### src/hw/rtl/escaped_frame_deframer_unit_macros.svh
// assertion macros used by the deframer rtl
`ifndef ESCAPED_FRAME_DEFRAMER_UNIT_MACROS_SVH
`define ESCAPED_FRAME_DEFRAMER_UNIT_MACROS_SVH

// same-cycle implication, sampled on clk_i, off while in reset
`define EFD_ASSERT_IMP(lbl, ante, cons, msg) \
  lbl: assert property (@(posedge clk_i) disable iff (!rst_ni) (ante) |-> (cons)) \
    else $error(msg);

// next-cycle implication, sampled on clk_i, off while in reset
`define EFD_ASSERT_NXT(lbl, ante, cons, msg) \
  lbl: assert property (@(posedge clk_i) disable iff (!rst_ni) (ante) |=> (cons)) \
    else $error(msg);

`endif

### src/hw/rtl/efd_pkg.sv
// types and constants of the escaped frame deframer
package efd_pkg;

  localparam int unsigned STORE_DEPTH = 22;
  localparam int unsigned STORE_IDX_W = $clog2(STORE_DEPTH);
  localparam int unsigned LEN_W       = 6;

  localparam logic [7:0] TYPE_SHORT = 8'h31;
  localparam logic [7:0] TYPE_LONG  = 8'h32;
  localparam logic [7:0] TYPE_EXT   = 8'h33;

  localparam logic [LEN_W-1:0] LEN_SHORT = LEN_W'(10);
  localparam logic [LEN_W-1:0] LEN_LONG  = LEN_W'(15);
  localparam logic [LEN_W-1:0] LEN_EXT   = LEN_W'(22);

  localparam logic [1:0] KIND_NONE  = 2'd0;
  localparam logic [1:0] KIND_SHORT = 2'd1;
  localparam logic [1:0] KIND_LONG  = 2'd2;
  localparam logic [1:0] KIND_EXT   = 2'd3;

  localparam logic [3:0] DLEN_SHORT = 4'd2;
  localparam logic [3:0] DLEN_LONG  = 4'd7;
  localparam logic [3:0] DLEN_EXT   = 4'd14;

  typedef enum logic [1:0] {
    ST_GOOD     = 2'd0,
    ST_MISMATCH = 2'd1,
    ST_OVERSIZE = 2'd2
  } status_e;

  typedef struct packed {
    status_e      status;
    logic [1:0]   frame_type;
    logic [47:0]  timestamp;
    logic [7:0]   signal_level;
    logic [55:0]  data_first;
    logic [55:0]  data_second;
    logic [3:0]   data_length;
  } efd_result_t;

endpackage

### src/hw/rtl/efd_parser.sv
// frame parser: phase, length count, byte store and frame check
module efd_parser #(
  parameter int unsigned MAX_FRAME = 32
) (
  input  logic                 clk_i,
  input  logic                 rst_ni,
  input  logic                 step_i,
  input  logic [7:0]           byte_i,
  input  logic                 flush_i,
  input  logic [7:0]           escape_i,
  output logic                 res_valid_o,
  output efd_pkg::efd_result_t res_o
);
  import efd_pkg::*;

  typedef enum logic [1:0] {
    PH_HUNT  = 2'd0,
    PH_TYPE  = 2'd1,
    PH_FRAME = 2'd2,
    PH_ESC   = 2'd3
  } phase_e;

  phase_e                 phase_q, phase_d, cur_phase;
  logic [LEN_W-1:0]       len_q, len_d, cur_len;
  logic [7:0]             store_q [STORE_DEPTH];
  logic                   wr_en;
  logic [LEN_W-1:0]       wr_pos;
  logic [STORE_IDX_W-1:0] wr_idx;
  logic                   is_type, is_esc;
  efd_result_t            judge_res;

  assign is_type = (byte_i >= TYPE_SHORT) && (byte_i <= TYPE_EXT);
  assign is_esc  = (byte_i == escape_i);
  assign wr_idx  = wr_pos[STORE_IDX_W-1:0];

  // check of the captured frame as it stands before this byte
  always_comb begin
    judge_res = '0;
    if (store_q[0] == TYPE_SHORT && len_q == LEN_SHORT) begin
      judge_res.frame_type  = KIND_SHORT;
      judge_res.data_length = DLEN_SHORT;
      judge_res.data_first  = {store_q[8], store_q[9], 40'd0};
    end else if (store_q[0] == TYPE_LONG && len_q == LEN_LONG) begin
      judge_res.frame_type  = KIND_LONG;
      judge_res.data_length = DLEN_LONG;
      judge_res.data_first  = {store_q[8], store_q[9], store_q[10], store_q[11],
                               store_q[12], store_q[13], store_q[14]};
    end else if (store_q[0] == TYPE_EXT && len_q == LEN_EXT) begin
      judge_res.frame_type  = KIND_EXT;
      judge_res.data_length = DLEN_EXT;
      judge_res.data_first  = {store_q[8], store_q[9], store_q[10], store_q[11],
                               store_q[12], store_q[13], store_q[14]};
      judge_res.data_second = {store_q[15], store_q[16], store_q[17], store_q[18],
                               store_q[19], store_q[20], store_q[21]};
    end
    if (judge_res.frame_type == KIND_NONE) begin
      judge_res.status = ST_MISMATCH;
    end else begin
      judge_res.status       = ST_GOOD;
      judge_res.timestamp    = {store_q[1], store_q[2], store_q[3],
                                store_q[4], store_q[5], store_q[6]};
      judge_res.signal_level = store_q[7];
    end
  end

  always_comb begin
    cur_phase   = phase_q;
    cur_len     = len_q;
    res_valid_o = 1'b0;
    res_o       = '0;
    wr_en       = 1'b0;
    wr_pos      = len_q;
    if (flush_i) begin
      phase_d = PH_HUNT;
      len_d   = '0;
    end else begin
      // oversize frame: report, then the same byte is seen while hunting
      if (len_q > LEN_W'(MAX_FRAME)) begin
        res_valid_o  = 1'b1;
        res_o.status = ST_OVERSIZE;
        cur_phase    = PH_HUNT;
        cur_len      = '0;
      end
      phase_d = cur_phase;
      len_d   = cur_len;
      wr_pos  = cur_len;
      case (cur_phase)
        PH_HUNT: begin
          if (is_esc) begin
            phase_d = PH_TYPE;
            len_d   = '0;
          end
        end
        PH_TYPE: begin
          if (is_type) begin
            wr_en   = 1'b1;
            len_d   = cur_len + LEN_W'(1);
            phase_d = PH_FRAME;
          end else if (is_esc) begin
            len_d = '0;
          end else begin
            phase_d = PH_HUNT;
            len_d   = '0;
          end
        end
        PH_FRAME: begin
          if (is_esc) begin
            phase_d = PH_ESC;
          end else begin
            wr_en = 1'b1;
            len_d = cur_len + LEN_W'(1);
          end
        end
        PH_ESC: begin
          if (is_esc) begin
            // doubled escape is one data byte
            wr_en   = 1'b1;
            len_d   = cur_len + LEN_W'(1);
            phase_d = PH_FRAME;
          end else if (cur_len != '0) begin
            res_valid_o = 1'b1;
            res_o       = judge_res;
            if (is_type) begin
              wr_en   = 1'b1;
              wr_pos  = '0;
              len_d   = LEN_W'(1);
              phase_d = PH_FRAME;
            end else begin
              len_d   = '0;
              phase_d = PH_TYPE;
            end
          end else begin
            phase_d = PH_HUNT;
            len_d   = '0;
          end
        end
        default: begin
          phase_d = PH_HUNT;
          len_d   = '0;
        end
      endcase
      // bytes past the store are counted only
      if (wr_pos >= LEN_W'(STORE_DEPTH)) begin
        wr_en = 1'b0;
      end
    end
  end

  always_ff @(posedge clk_i or negedge rst_ni) begin
    if (!rst_ni) begin
      phase_q <= PH_HUNT;
      len_q   <= '0;
    end else if (step_i) begin
      phase_q <= phase_d;
      len_q   <= len_d;
    end
  end

  always_ff @(posedge clk_i) begin
    if (step_i && wr_en) begin
      store_q[wr_idx] <= byte_i;
    end
  end

endmodule

### src/hw/rtl/escaped_frame_deframer_unit.sv
// escaped frame deframer: input register, parser, result register
//
//   channel  direction  handshake                  payload
//   in       in         in_valid_i / in_stall_o    data_byte_i, flush_i
//   out      out        out_valid_o / out_stall_i  status_o .. data_length_o
//   cfg      in         cfg_valid_i / cfg_ready_o  cfg_data_i (escape value)
//
// one byte per cycle sustained while out is not stalled; a byte's result goes
// from the input register through the parser into the result register
// the parser decides a byte combinationally, one result at most per byte
// reset clears handshake state, parse phase and length; escape value is 26
// a byte that gives no result passes the parser even while out is stalled
module escaped_frame_deframer_unit #(
  parameter int unsigned MAX_FRAME = 32
) (
  input  logic                clk_i,
  input  logic                rst_ni,
  input  logic                in_valid_i,
  output logic                in_stall_o,
  input  logic [7:0]          data_byte_i,
  input  logic                flush_i,
  output logic                out_valid_o,
  input  logic                out_stall_i,
  output efd_pkg::status_e    status_o,
  output logic [1:0]          frame_type_o,
  output logic [47:0]         timestamp_o,
  output logic [7:0]          signal_level_o,
  output logic [55:0]         data_first_o,
  output logic [55:0]         data_second_o,
  output logic [3:0]          data_length_o,
  input  logic                cfg_valid_i,
  output logic                cfg_ready_o,
  input  logic [7:0]          cfg_data_i
);
  import efd_pkg::*;

  `include "escaped_frame_deframer_unit_macros.svh"

  logic        s1_valid_q, s1_valid_d;
  logic [7:0]  s1_byte_q;
  logic        s1_flush_q;
  logic [7:0]  escape_q;
  logic        in_acc, out_free, advance;
  logic        res_valid;
  efd_result_t res, res_q;
  logic        out_valid_q, out_valid_d;

  assign cfg_ready_o = 1'b1;

  assign out_free   = !out_valid_q || !out_stall_i;
  assign advance    = s1_valid_q && (out_free || !res_valid);
  assign in_stall_o = s1_valid_q && !advance;
  assign in_acc     = in_valid_i && !in_stall_o;
  assign s1_valid_d = in_acc || (s1_valid_q && !advance);

  always_comb begin
    out_valid_d = out_valid_q;
    if (out_free) begin
      out_valid_d = advance && res_valid;
    end
  end

  efd_parser #(
    .MAX_FRAME (MAX_FRAME)
  ) u_parser (
    .clk_i       (clk_i),
    .rst_ni      (rst_ni),
    .step_i      (advance),
    .byte_i      (s1_byte_q),
    .flush_i     (s1_flush_q),
    .escape_i    (escape_q),
    .res_valid_o (res_valid),
    .res_o       (res)
  );

  always_ff @(posedge clk_i or negedge rst_ni) begin
    if (!rst_ni) begin
      s1_valid_q  <= 1'b0;
      out_valid_q <= 1'b0;
      escape_q    <= 8'd26;
    end else begin
      s1_valid_q  <= s1_valid_d;
      out_valid_q <= out_valid_d;
      if (cfg_valid_i && cfg_ready_o) begin
        escape_q <= cfg_data_i;
      end
    end
  end

  always_ff @(posedge clk_i) begin
    if (in_acc) begin
      s1_byte_q  <= data_byte_i;
      s1_flush_q <= flush_i;
    end
    if (advance && res_valid && out_free) begin
      res_q <= res;
    end
  end

  assign out_valid_o    = out_valid_q;
  assign status_o       = res_q.status;
  assign frame_type_o   = res_q.frame_type;
  assign timestamp_o    = res_q.timestamp;
  assign signal_level_o = res_q.signal_level;
  assign data_first_o   = res_q.data_first;
  assign data_second_o  = res_q.data_second;
  assign data_length_o  = res_q.data_length;

  `EFD_ASSERT_IMP(a_stall_cause, in_stall_o, s1_valid_q && out_valid_q && out_stall_i, "input stalled without a blocked result")
  `EFD_ASSERT_IMP(a_no_overwrite, advance && res_valid, out_free, "result register overwritten while held")
  `EFD_ASSERT_IMP(a_good_fields, out_valid_o && status_o == ST_GOOD, frame_type_o != KIND_NONE && data_length_o != 4'd0, "good frame without type or length")
  `EFD_ASSERT_IMP(a_bad_fields, out_valid_o && status_o != ST_GOOD, frame_type_o == KIND_NONE && data_length_o == 4'd0, "bad frame carries type or length")
  `EFD_ASSERT_NXT(a_flush_quiet, advance && s1_flush_q && !(out_valid_q && out_stall_i), !out_valid_q, "flush produced a result")

endmodule

### config.mk
export PLATFORM = sky130hd
export DESIGN_NAME = escaped_frame_deframer_unit
export DESIGN_NICKNAME = d
export VERILOG_FILES = /design/src/hw/rtl/efd_pkg.sv /design/src/hw/rtl/efd_parser.sv /design/src/hw/rtl/escaped_frame_deframer_unit.sv
export VERILOG_INCLUDE_DIRS = /design/src /design/src/hw/rtl
export SDC_FILE = /design/constraint.sdc
export NUM_CORES = 1
export LEC_CHECK = 0
export BUFFER_PORTS_ARGS = -buffer_cell sky130_fd_sc_hd__buf_2
export CAP_MARGIN = 20
export CORE_ASPECT_RATIO = 0.75
export CORE_UTILIZATION = 59
export DETAILED_ROUTE_END_ITERATION = 10
export PLACE_DENSITY_LB_ADDON = 0.08
export SETUP_SLACK_MARGIN = 0.02
export SLEW_MARGIN = 40
export SYNTH_ARGS = -nofsm -noshare
export SYNTH_HDL_FRONTEND = slang
export SYNTH_HIERARCHICAL = 1
export SYNTH_SLANG_ARGS = --single-unit
### constraint.sdc
create_clock -name clk_i -period 16.9 [get_ports clk_i]
set_clock_uncertainty 0.2 [all_clocks]
set_input_delay 3.38 -clock clk_i [delete_from_list [all_inputs] [get_ports clk_i]]
set_output_delay 3.38 -clock clk_i [all_outputs]
set_load 0.02 [all_outputs]
======== Word level (Yosys, flattened, before mapping) ========
Memories as Yosys holds them, arrays and structs flattened.
Index checks and enable logic that the tools add are counted.
W data, S select, Z words.
storage, ports and cells
  output and inout port bits .............. 179
  memories kept ........................... 1
  memory bits (read-only) ................. 0
  memory bits (writable) .................. 176
  logic and storage cells ................. 119
  register bits ........................... 203
  latch bits .............................. 0
memory list
  name              words  width  rd ports  clocked after memory_dff  wr ports  line              text
  u_parser.store_q  22     8      22        0                         1         efd_parser.sv:25  logic [7:0] store_q [STORE_DEPTH];
cells by class
  equality and inequality tests ........... 10
  multiplexer cells ....................... 57
  reduce and logical (&&, ||, !) cells .... 26
  shift operators ......................... 0
  add/subtract/negate cells ............... 1
  bitwise operators ....................... 3
  $lt $le $gt $ge ......................... 4
  multipliers ............................. 0
  divide/modulo/power cells ............... 0
operators with widths
  cell                   number
  $mux W176              3
  $mux W56               5
  $mux W116              1
  $mux W6                12
  $mux W2                14
  $eq A8 B6 Y1 const B   3
  $pmux W6 S4            1
  $mux W1                16
  $eq A6 B4 Y1 const B   2
  $logic_and A1 B1 Y1    10
  $reduce_or A5 Y1       2
  $eq A8 B8 Y1           1
  $ge A8 B6 Y1 const B   1
  $le A8 B6 Y1 const B   1
  $mux W4                2
  $pmux W2 S4            1
  $reduce_or A7 Y1       1
  $add A6 B1 Y6 const B  1
  $eq A6 B5 Y1 const B   1
  $ge A6 B5 Y1 const B   1
  $gt A6 B6 Y1 const B   1
  $reduce_bool A6 Y1     1
  $reduce_or A6 Y1       1
  $logic_not A1 Y1       5
  other kinds (8)        14

======== Longest topological paths before layout ========
Gate-level depths: netlist (run 1).
  depth after elaboration ................. 16
  mapped depth ............................ 17

======== By module ========
Netlist (run 1), hierarchy kept.
modules (own cells, without submodules)
  module                       area each (um2)  times used  sequential area each (um2)  cells an instance
  efd_parser                   8129.0           1           5485.3                      605
  escaped_frame_deframer_unit  6000.8           1           5809.3                      216

======== Worst setup path before layout (run 1) ========
OpenSTA, ideal clock, no wires.
  kind .................................... input -> register
  start point ............................. input port out_stall_i
  end point ............................... register res_q, in the netlist data_first_o[0] (enable)
  path buffers ............................ 0
  library setup time ...................... 0.771 ns
  setup slack ............................. 4.287 ns
  cell stages on the path ................. 1
  arrival ................................. 11.642 ns
  cell sequence ........................... a21oi_1
on the way
  cells in the longest elaborated chain, start to end .. 6
RTL lines
  element                  line                               text
  from (decl)              escaped_frame_deframer_unit.sv:23  input logic out_stall_i,
  $logic_not A1 Y1 (*)     escaped_frame_deframer_unit.sv:50  assign out_free = !out_valid_q || !out_stall_i;
  $logic_or A1 B1 Y1 (*)   escaped_frame_deframer_unit.sv:50
  $logic_or A1 B1 Y1       escaped_frame_deframer_unit.sv:51  assign advance = s1_valid_q && (out_free || !res_valid);
  $logic_and A1 B1 Y1      escaped_frame_deframer_unit.sv:51
  $logic_and A1 B1 Y1      escaped_frame_deframer_unit.sv:95  if (advance && res_valid && out_free) begin
  $logic_and A1 B1 Y1 (*)  escaped_frame_deframer_unit.sv:95
  to (signal assigned)     escaped_frame_deframer_unit.sv:96  res_q <= res;
  to (decl)                escaped_frame_deframer_unit.sv:45  efd_result_t res, res_q;
Every way passes the cells marked *; elsewhere a longest branch is shown, timed or not.
A chain may end at the register's enable or synchronous reset.

======== Worst setup path in the final report (run 1) ========
  start point ............................. input port out_stall_i
  end point ............................... output port in_stall_o
on the way
  cells in the longest elaborated chain, start to end .. 6
RTL lines
  element              line                               text
  $logic_not A1 Y1     escaped_frame_deframer_unit.sv:50
  $logic_or A1 B1 Y1   escaped_frame_deframer_unit.sv:50
  $logic_or A1 B1 Y1   escaped_frame_deframer_unit.sv:51
  $logic_and A1 B1 Y1  escaped_frame_deframer_unit.sv:51
  $logic_not A1 Y1     escaped_frame_deframer_unit.sv:52  assign in_stall_o = s1_valid_q && !advance;
  $logic_and A1 B1 Y1  escaped_frame_deframer_unit.sv:52
  to (decl)            escaped_frame_deframer_unit.sv:19  output logic in_stall_o,
Every way passes these cells.

==> metrics.yaml, run 1 <==
cts-htree-levels: 2
ys_types: 67
synthToLayoutAreaGrowth_pct: 19.3
fp-row-count: 48
cp-start-kind: "input pin"
initial_utilization: 0.608
synthTopCellsByArea: "edfxtp_1 (77%), and2_1 (7.6%), dfrtp_1 (2.7%), mux2_4 (0.85%), nor4_2 (0.80%)"
synth.most_common_cell: "edfxtp_1"
vias: 7550
coreArea_um2: 23200
wl_per_cell_um: 20.9
io_buffers: 199
hold_class: "register to register"
synth_top_cell_area_share: 0.767
yosysWarnings: 6
synthArstFlopShare: 0.0475
yosys.area.top_type: "edfxtp_1"
min_from: "u_parser/store_q[21][4]"
post_cts_resized: 0
report.final.hold_viol_count: 0
p_per_area_nw_per_um2: 110
routed_wl_mm: 28.5
grt_max_degree: 94
p_total_mw: 1.85
fmax_mhz: 133
synth_commonest_cells: "edfxtp_1 (361), and2_1 (172), nor2_1 (26)"
drt-vias-per-instance: 5.53
hold-worst-slack_ps: 311
rrSetupSlack_ps: 11380
report.final.slew_viol_count: 0
syn_area_um2: 14100
first_global_vias: 7150
rsz0062_at_grt: "false"
cp.arrival_ps: 3930
post-route-period-util: 0.445
clk_pin_slew_ps: 60
min_period_ps: 7510
synth_fp_nets: 846
grt.total_usage: 0.230
worst_setup_path_startpoint: "out_stall_i"
required_ps: 13320
gp_congestion: 0.866
cts_hold_buf: 0
synth_edf_count: 361
seq_area_frac_synth: 0.799
drt_iter0_markers: 644
relSlewSlack: 0.405
clk_latency_ps: 520
r2r_start: "u_parser/len_q[5]"
critPathKind: "input pin to primary output"
cts_setup_buffers: 0
grt.overflow.total: 0
root_buffer: "clkbuf_16"
clockBufferDepth: 3
cap_violations: 0
hold-path-cell-count: 1
synthFlopType: "edfxtp_1"
postRouteAntennaNets: 0
grt_pass1_wl_mm: 41.6
drive_gt1_frac: 0.306
finalNetCount: 1062
die_x_um: 181
io_pins: 201
drc: 0
syn_area_per_cell_um2: 17.2
irDropWorstVdd_uv: 71.1
p_leak_nw: 5.47
cp_max_fo: 4
antennaDiodeCount: 0
die_area_um2: 24600
finalSetupTns_ps: 0
status: "finished clean"
whs_endpoint: "data_second_o[4]"
chipHeight_um: 136
worstReg2RegEnd: "u_parser/store_q[1][2]"
dp_hpwl_mm: 16.9
end_kind: "primary output"
cts-buffers-inserted: 36
cts_tree: "built"
numClockSinks: 379
netlist_instances: 821
setup_viol: 0
drtPass1Iterations: 6
ys_ff_latch: 379
worstMarginPinSlew_ps: 889
worstRegToRegCells: 14
antenna_found_initial: 0
-- where the power goes --
| part | switching [mW] | leakage (nW) | total [mW] | internal, mW |
|---|---|---|---|---|
| Sequential | 0.00292 | 3.25 | 1.03 | 1.02 |
| Combinational | 0.0207 | 1.65 | 0.0307 | 0.00993 |
| Clock | 0.330 | 0.567 | 0.790 | 0.459 |
-- registers in the layout, indices dropped and copies added (netlist names), 2 cells and up --
name	count
s1_byte_q	8
status_o	2
u_parser/store_q	176
signal_level_o	8
frame_type_o	2
u_parser/len_q	6
timestamp_o	48
data_first_o	56
u_parser/phase_q	2
data_second_o	56
data_length_o	4
escape_q	8
-- cells by family after synthesis --
| group | after synthesis | synth area share |
|---|---|---|
| AO/OA/AOI/OAI | 62 | 0.0319 |
| XOR/XNOR | 8 | 0.00496 |
| adder cells (fa/ha/maj) | 3 | 0.00266 |
| buffers and inverters | 48 | 0.0175 |
| flip-flops | 379 | 0.799 |
| multiplexers | 9 | 0.00930 |
| other | 1 | 0.000265 |
| AND/OR/NAND/NOR | 311 | 0.134 |
-- area by class of cell --
class	count	area, um2
Fill cell	1464	6390
Timing Repair Buffer	217	1160
Multi-Input combinational cell	394	2820
Clock inverter	20	188
Inverter	9	33.8
Clock buffer	46	981
Tap cell	300	375
Sequential cell	379	11300
-- through the flow --
| stage | instances | util | cell area [um2] | setup WS (ps) |
|---|---|---|---|---|
| 2_1_floorplan | 821 | - | 14100 | 4290 |
| 3_3_place_gp | 1298 | 0.667 | 15500 | 9430 |
| 3_5_place_dp | 1299 | 0.669 | 15600 | 9390 |
| 4_1_cts | 1365 | 0.720 | 16700 | 9390 |
| 5_1_grt | 1365 | 0.725 | 16900 | 9340 |
| 6_report | 1365 | 0.725 | 16900 | 9390 |
-- layer usage --
layer	vias to the layer above	track usage	routed length, um
li1	3480	-	-
met1	3674	0.343	12800
met2	347	0.345	12700
met3	49	0.0455	2410
met4	0	0.0684	562
met5	-	0	0
-- how the worst max path moves through the flow --
stage | endpoint
after floorplan | data_first_o[0]
after global placement | in_stall_o
after detailed placement | in_stall_o
after CTS | in_stall_o
after global routing | in_stall_o
final | in_stall_o
-- cells in the final DEF (no fill, tap or decap), types with 3 or more instances in the layout --
| cell type | n |
|---|---|
| edfxtp_1 | 361 |
| buf_2 | 199 |
| and2_1 | 172 |
| clkbuf_16 | 38 |
| nand2_1 | 25 |
| nor2_1 | 25 |
| buf_4 | 16 |
| dfrtp_1 | 15 |
| nor4_4 | 14 |
| nand3_1 | 13 |
| a21oi_1 | 13 |
| o21ai_0 | 11 |
| nand4_1 | 10 |
| inv_1 | 8 |
| mux2_4 | 8 |
| clkinv_2 | 8 |
| clkbuf_1 | 8 |
| xnor2_1 | 8 |
| nand2b_1 | 7 |
| nor2b_1 | 6 |
| nor3_1 | 6 |
| nor3_2 | 6 |
| a31oi_1 | 5 |
| clkinv_1 | 5 |
| bufinv_16 | 3 |
| clkinvlp_4 | 3 |
| dfstp_2 | 3 |
| and4_1 | 3 |
| or2_2 | 3 |
| a211oi_1 | 3 |
| o2bb2ai_1 | 3 |
| ha_1 | 3 |
-- worst max-delay path: stages --
cell	delay, ps
buf_2	130
nand4_1	160
inv_1	100
buf_2	160
(Power assumes the default switching activity.)
==> run 2: changes to the inputs <==
- CORE_UTILIZATION: 59 -> 57
- clock period: 16.9 -> 7.7 ns (I/O delays scaled with it)
==> run 2 against run 1 <==
Worst setup slack got worse by 7200 ps. First-iteration DRC count increased by 17%. Count of clock-buffer cells in the layout grew 2. Non-clock buffer count unchanged. Combinational power grew 120%. Utilization shrank 2.5 points. Cell area up 0.35%.
==> metrics.yaml, run 2 (synthesis results as in run 1) <==
status: "finished clean"
grt.overflow.total: 0  # unchanged
final_common_cell: "edfxtp_1"
cts_hold_buf: 0  # unchanged
clk_pin_slew_ps: 60  # about the same
die_x_um: 184  # +1.7%
cts_setup_buffers: 0  # unchanged
worstMarginPinSlew_ps: 786  # -104 ps
dp_hpwl_mm: 17.3  # +2.1%
chipHeight_um: 138  # +1.7%
cp-start-kind: "register"
cp_max_fo: 20  # +16
cp.arrival_ps: 5460  # +1530 ps
numClockSinks: 379  # unchanged
synthToLayoutAreaGrowth_pct: 19.7
cts-htree-levels: 2  # unchanged
min_period_ps: 5520
hold-worst-slack_ps: 314  # +2.89 ps
fp-row-count: 49  # +2.1%
min_from: "u_parser/store_q[20][7]"
drt_iter0_markers: 755  # +17%
clk_latency_ps: 520  # about the same
critPathKind: "register to register"
cts-buffers-inserted: 37  # +2.8%
antennaDiodeCount: 0  # unchanged
coreArea_um2: 24200  # +3.9%
die_area_um2: 25400  # +3.5%
r2r_start: "u_parser/len_q[5]"
wl_per_cell_um: 20.5  # -2.0%
hold_class: "register to register"
dp_slack_ps: 2030  # -7360 ps
vias: 7580  # +0.40%
initial_utilization: 0.585  # -0.0230
worstReg2RegEnd: "u_parser/store_q[19][0]"
final_cell_mix: "edfxtp_1 (361), buf_2 (199), and2_1 (172)"
drc: 0  # unchanged
required_ps: 7640  # -5680 ps
post_cts_resized: 0  # unchanged
report.final.hold_viol_count: 0  # unchanged
rsz0062_at_grt: "false"
hold-path-cell-count: 1  # unchanged
report.final.slew_viol_count: 0  # unchanged
root_buffer: "clkbuf_16"
fin_ws_ps: 2180  # -7200 ps
io_buffers: 199  # unchanged
nFillCells: 1630  # +11%
clockBufferDepth: 3  # unchanged
end_kind: "register"
drive_gt1_frac: 0.305  # -0.000652
finalSetupTns_ps: 0  # unchanged
worstRegToRegCells: 14  # unchanged
rrSetupSlack_ps: 2180  # -9200 ps
regMostFlops: "u_parser/store_q"
cap_violations: 0  # unchanged
io_pins: 201  # unchanged
fmax_mhz: 181
postRouteAntennaNets: 0  # unchanged
fin_util: 0.700  # -0.0250
grt_max_degree: 169  # +80%
grt_pass1_wl_mm: 42.7  # +2.7%
setup_viol: 0  # unchanged
antenna_found_initial: 1  # +1
grt.total_usage: 0.227  # -0.00289
post-route-period-util: 0.716
routed_wl_mm: 28.6  # +0.11%
cts_tree: "built"
irDropWorstVdd_uv: 154  # +120%
first_global_vias: 7251  # +1.4%
p_per_area_nw_per_um2: 242  # +120%
gp_congestion: 0.903  # +4.4%
relSlewSlack: 0.474  # +0.0687
whs_endpoint: "data_second_o[15]"
p_leak_nw: 5.48  # +0.30%
largest_reg_flops: 176  # unchanged
drt-vias-per-instance: 5.43  # -1.8%
p_total_mw: 4.09  # +120%
finalNetCount: 1063  # +0.094%
drtPass1Iterations: 5  # -1
[run 2: changes by cell type in the layout (fill, tap and decap cells not counted), sizes merged]
| cell | delta |
|---|---|
| clkinvlp | -2 |
| clkinv | -2 |
| clkbuf | +2 |
| inv | +1 |
[run 2: critical path: stages (launching register included)]
cell and delay [ps]:
dfrtp_1 780, nand2b_1 250, ha_1 160, o21a_2 160, nand2_1 110, nand3_1 110, a21oi_1 120, a31oi_1 600
nand2b_1 380, nor3_1 540, a211oi_1 180, a311oi_2 360, a41oi_4 160, buf_4 400, nor4_4 610
[run 2: cell type report]
| type | count | area (um2) | share of cell area |
|---|---|---|---|
| clock buffer | 48 | 1020 | 0.0603 |
| sequential | 379 | 11300 | 0.668 |
| timing repair buffer | 217 | 1160 | 0.0688 |
| clock inverter | 17 | 175 | 0.0104 |
| inverter | 9 | 33.8 | 0.00200 |
| tap | 331 | 414 | 0.0245 |
| multi-input combinational | 394 | 2810 | 0.166 |
[run 2: per-layer routing]
| metal | GRT usage | wire length (um) | up-vias |
|---|---|---|---|
| li1 | - | - | 3482 |
| met1 | 0.342 | 13100 | 3735 |
| met2 | 0.344 | 13000 | 312 |
| met3 | 0.0350 | 1820 | 51 |
| met4 | 0.0680 | 636 | 0 |
| met5 | 0 | 0 | - |
[run 2: worst max path at each step]
stage	start	endpoint	slack (ps)	depth (start not counted)
2_1_floorplan	out_stall_i	data_first_o[0]	400	1
3_3_place_gp	out_stall_i	u_parser/store_q[1][1]	2180	9
3_5_place_dp	out_stall_i	u_parser/store_q[20][5]	2030	9
4_1_cts	u_parser/len_q[5]	u_parser/store_q[20][0]	2120	14
5_1_grt	u_parser/len_q[5]	u_parser/store_q[15][7]	1770	14
6_report	u_parser/len_q[5]	u_parser/store_q[19][0]	2180	14
[run 2: metrics by stage]
step           cells  cell area [um2]
3_5_place_dp    1329            15600
6_report        1395            16900
4_1_cts         1394            16800
2_1_floorplan    821            14100
3_3_place_gp    1329            15500
5_1_grt         1395            16900
[run 2: report_power, final]
group          internal, mW  switching (mW)
Clock                  1.04           0.725
Combinational        0.0219          0.0464
Sequential             2.25         0.00633
==> run 3: changes to the inputs <==
- ABC_AREA: not set -> 1
- clock period: 7.7 -> 5.1 ns (I/O delays scaled with it)
==> run 3 against run 2 <==
Flip-flop and latch count is the same. Die area shrank 0.72%. Area after synthesis shrank 0.73%. Maximum frequency grew 23%. Worst setup slack lost 1600 ps. Register-to-register slack lost 1600 ps. Combinational power grew 17%. Cell area shrank 2.0%. Power grew 49%. Cell count grew 15%. Non-clock buffer count shrank 4. Highest routed layer unchanged.
==> metrics.yaml, run 3 <==
report.final.hold_viol_count: 0  # unchanged
p_total_mw: 6.08  # +49%
numClockSinks: 379  # unchanged
grt_pass1_wl_mm: 41.2  # -3.6%
synth_edf_count: 361  # unchanged
p_per_area_nw_per_um2: 367  # +52%
cts-buffers-inserted: 36  # -2.7%
relSlewSlack: 0.481  # +0.00730
yosysWarnings: 6  # unchanged
synth_commonest_cells: "edfxtp_1 (361), nor2_1 (227), inv_1 (217)"
netlist_instances: 1018  # +24%
cp.arrival_ps: 4430  # -1030 ps
dp_hpwl_mm: 17.5  # +1.1%
fin_area_um2: 16600  # -2.0%
cts-htree-levels: 2  # unchanged
switchingPower_mw: 1.15  # +48%
dp_cells: 1541  # +16%
syn_area_per_cell_um2: 13.8  # -20%
clk_latency_ps: 520  # about the same
vias: 7866  # +3.8%
die_area_um2: 25200  # -0.72%
pwr-share-comb: 0.013  # -0.004
p_int_mw: 4.93  # +49%
worst_setup_path_startpoint: "u_parser/len_q[5]"
fmax_mhz: 223  # +23%
worstReg2RegEnd: "u_parser/store_q[14][6]"
grt.total_usage: 0.222  # -0.00486
finalNonFillerCells: 1606  # +15%
drtPass1Iterations: 5  # unchanged
ys_types: 34  # -49%
crit_path_end: "u_parser/store_q[14][6]"
r2r_start: "u_parser/len_q[5]"
grt_max_degree: 73  # -57%
synth-xor-area-share: 0.00312  # -0.00184
rsz0062_at_grt: "false"
worstMarginPinSlew_ps: 775  # -10.1 ps
rrSetupSlack_ps: 620  # -1570 ps
cp_max_fo: 8  # -60%
drive_gt1_frac: 0.227  # -0.0788
largest_reg_flops: 176  # unchanged
min_period_ps: 4480  # -1030 ps
regMostFlops: "u_parser/store_q"
die_x_um: 183  # -0.36%
synth_fp_nets: 1043  # +23%
synth-compound-area-share: 0.0156  # -0.0163
end_kind: "register"
clockPowerShare: 0.427  # -0.005
cts_setup_buffers: 0  # unchanged
synth_top_cell_area_share: 0.773  # +0.00568
synthToLayoutAreaGrowth_pct: 18.1
wl_per_cell_um: 17.3  # -16%
syn_area_um2: 14000  # -0.73%
muxShareOfSynthArea: 0  # -0.00930
yosys.area.top_type: "edfxtp_1"
post_cts_resized: 0  # unchanged
cts_hold_buf: 0  # unchanged
gp_congestion: 0.851  # -5.8%
fp-row-count: 49  # unchanged
synth_top_family_by_area: "simple AND/OR/NAND/NOR gates"
worstRegToRegCells: 20  # +6
setup_viol: 0  # unchanged
drt_iter0_markers: 729  # -3.4%
chipHeight_um: 138  # -0.36%
synthFlopType: "edfxtp_1"
status: "finished clean"
post-route-period-util: 0.879  # +0.163
cp-start-kind: "register"
io_pins: 201  # unchanged
fin_ws_ps: 616  # -1570 ps
p_seq_frac: 0.560  # +0.008
required_ps: 5040  # -2600 ps
drt-vias-per-instance: 4.90  # -9.9%
drc: 0  # unchanged
yosys.area_share.adder: 0.00268  # +0.0000197
finalSetupTns_ps: 0  # unchanged
antennaDiodeCount: 0  # unchanged
finalNetCount: 1273  # +20%
coreArea_um2: 24000  # -0.51%
seq_area_frac_synth: 0.805  # +0.00592
hold-worst-slack_ps: 250  # -64.4 ps
report.final.slew_viol_count: 0  # unchanged
cts_tree: "built"
io_buffers: 199  # unchanged
first_global_vias: 7331  # +1.1%
antenna_found_initial: 1  # unchanged
clockBufferDepth: 3  # unchanged
synthTopCellsByArea: "edfxtp_1 (77%), nor2_1 (6.1%), inv_1 (5.8%), dfrtp_1 (2.7%), nand2_1 (2.4%)"
yosys.area_share.simple: 0.102  # -0.0317
switching_share: 0.189  # -0.000766
fin_util: 0.689  # -0.0108
p_leak_nw: 6.47  # +18%
root_buffer: "clkbuf_16"
ys_ff_latch: 379  # unchanged
clk_pin_slew_ps: 70  # about the same
nFillCells: 1688  # +3.6%
final_cell_mix: "edfxtp_1 (361), nor2_1 (227), inv_1 (216)"
irDropWorstVdd_uv: 270  # +76%
grt.overflow.total: 0  # unchanged
hold_class: "input pin to async pin"
final_common_cell: "edfxtp_1"
dp_slack_ps: 678  # -1350 ps
placed_cell_area_um2: 15400  # -0.95%
routed_wl_mm: 27.7  # -2.9%
critPathKind: "register to register"
initial_utilization: 0.584  # -0.00134
synthArstFlopShare: 0.0475  # unchanged
synth.most_common_cell: "edfxtp_1"
cap_violations: 0  # unchanged
postRouteAntennaNets: 0  # unchanged
run 3: cell type report:
| cell class | count | area, um2 | area share |
|---|---|---|---|
| sequential | 379 | 11300 | 0.682 |
| multi-input combinational | 399 | 1750 | 0.106 |
| timing repair buffer | 213 | 1130 | 0.0680 |
| clock buffer | 45 | 976 | 0.0589 |
| inverter | 219 | 828 | 0.0500 |
| tap | 331 | 414 | 0.0250 |
| clock inverter | 20 | 178 | 0.0107 |
run 3: worst min path at each step:
stage | startpoint | end | slack [ps]
floorplan | escape_q[3] | escape_q[3] | 260
global placement | escape_q[4] | escape_q[4] | 270
detailed placement | escape_q[4] | escape_q[4] | 270
CTS | rst_ni | escape_q[6] | 240
global route | rst_ni | escape_q[6] | 270
finish | rst_ni | escape_q[6] | 250
run 3: worst max-delay path: stages (launching register included):
cell and delay, ps:
dfrtp_1 450, inv_1 110, nor2_1 50, nand3_2 130
nand2_2 150, nand2_1 180, ha_1 170, nand2_1 50
nor2_1 100, nand2_1 120, nand4_4 180, o21ai_0 140
nand3_1 140, nand2_1 60, inv_1 210, inv_1 120
nor2_1 240, nand3_1 160, nor2_4 290, nand3_2 200
nor2_1 630
run 3: cells by family (layout without fill, tap and decap cells):
group | count (synthesis) | count (layout)
DFF | 379 | 379
and+or+nand+nor | 351 | 351
buffers and inverters | 240 | 497
AOI/OAI and AO/OA | 39 | 39
xor gates and xnor gates | 5 | 5
adders and majority gates | 3 | 3
other | 1 | 1
run 3: layer usage:
metal / track usage / part of all wire / up-vias
met5: 0 / 0 / -
li1: - / - / 3769
met3: 0.0357 / 0.063 / 31
met1: 0.344 / 0.48 / 3783
met2: 0.326 / 0.45 / 283
met4: 0.0690 / 0.015 / 0
run 3: power groups by stage:
stage	Sequential [mW]	Clock (mW)	Combinational, mW
2_1_floorplan	3.48	0	0.0252
3_3_place_gp	3.47	0	0.0809
3_5_place_dp	3.47	0	0.0805
4_1_cts	3.41	2.65	0.0811
5_1_grt	3.41	2.76	0.0882
6_report	3.41	2.59	0.0799
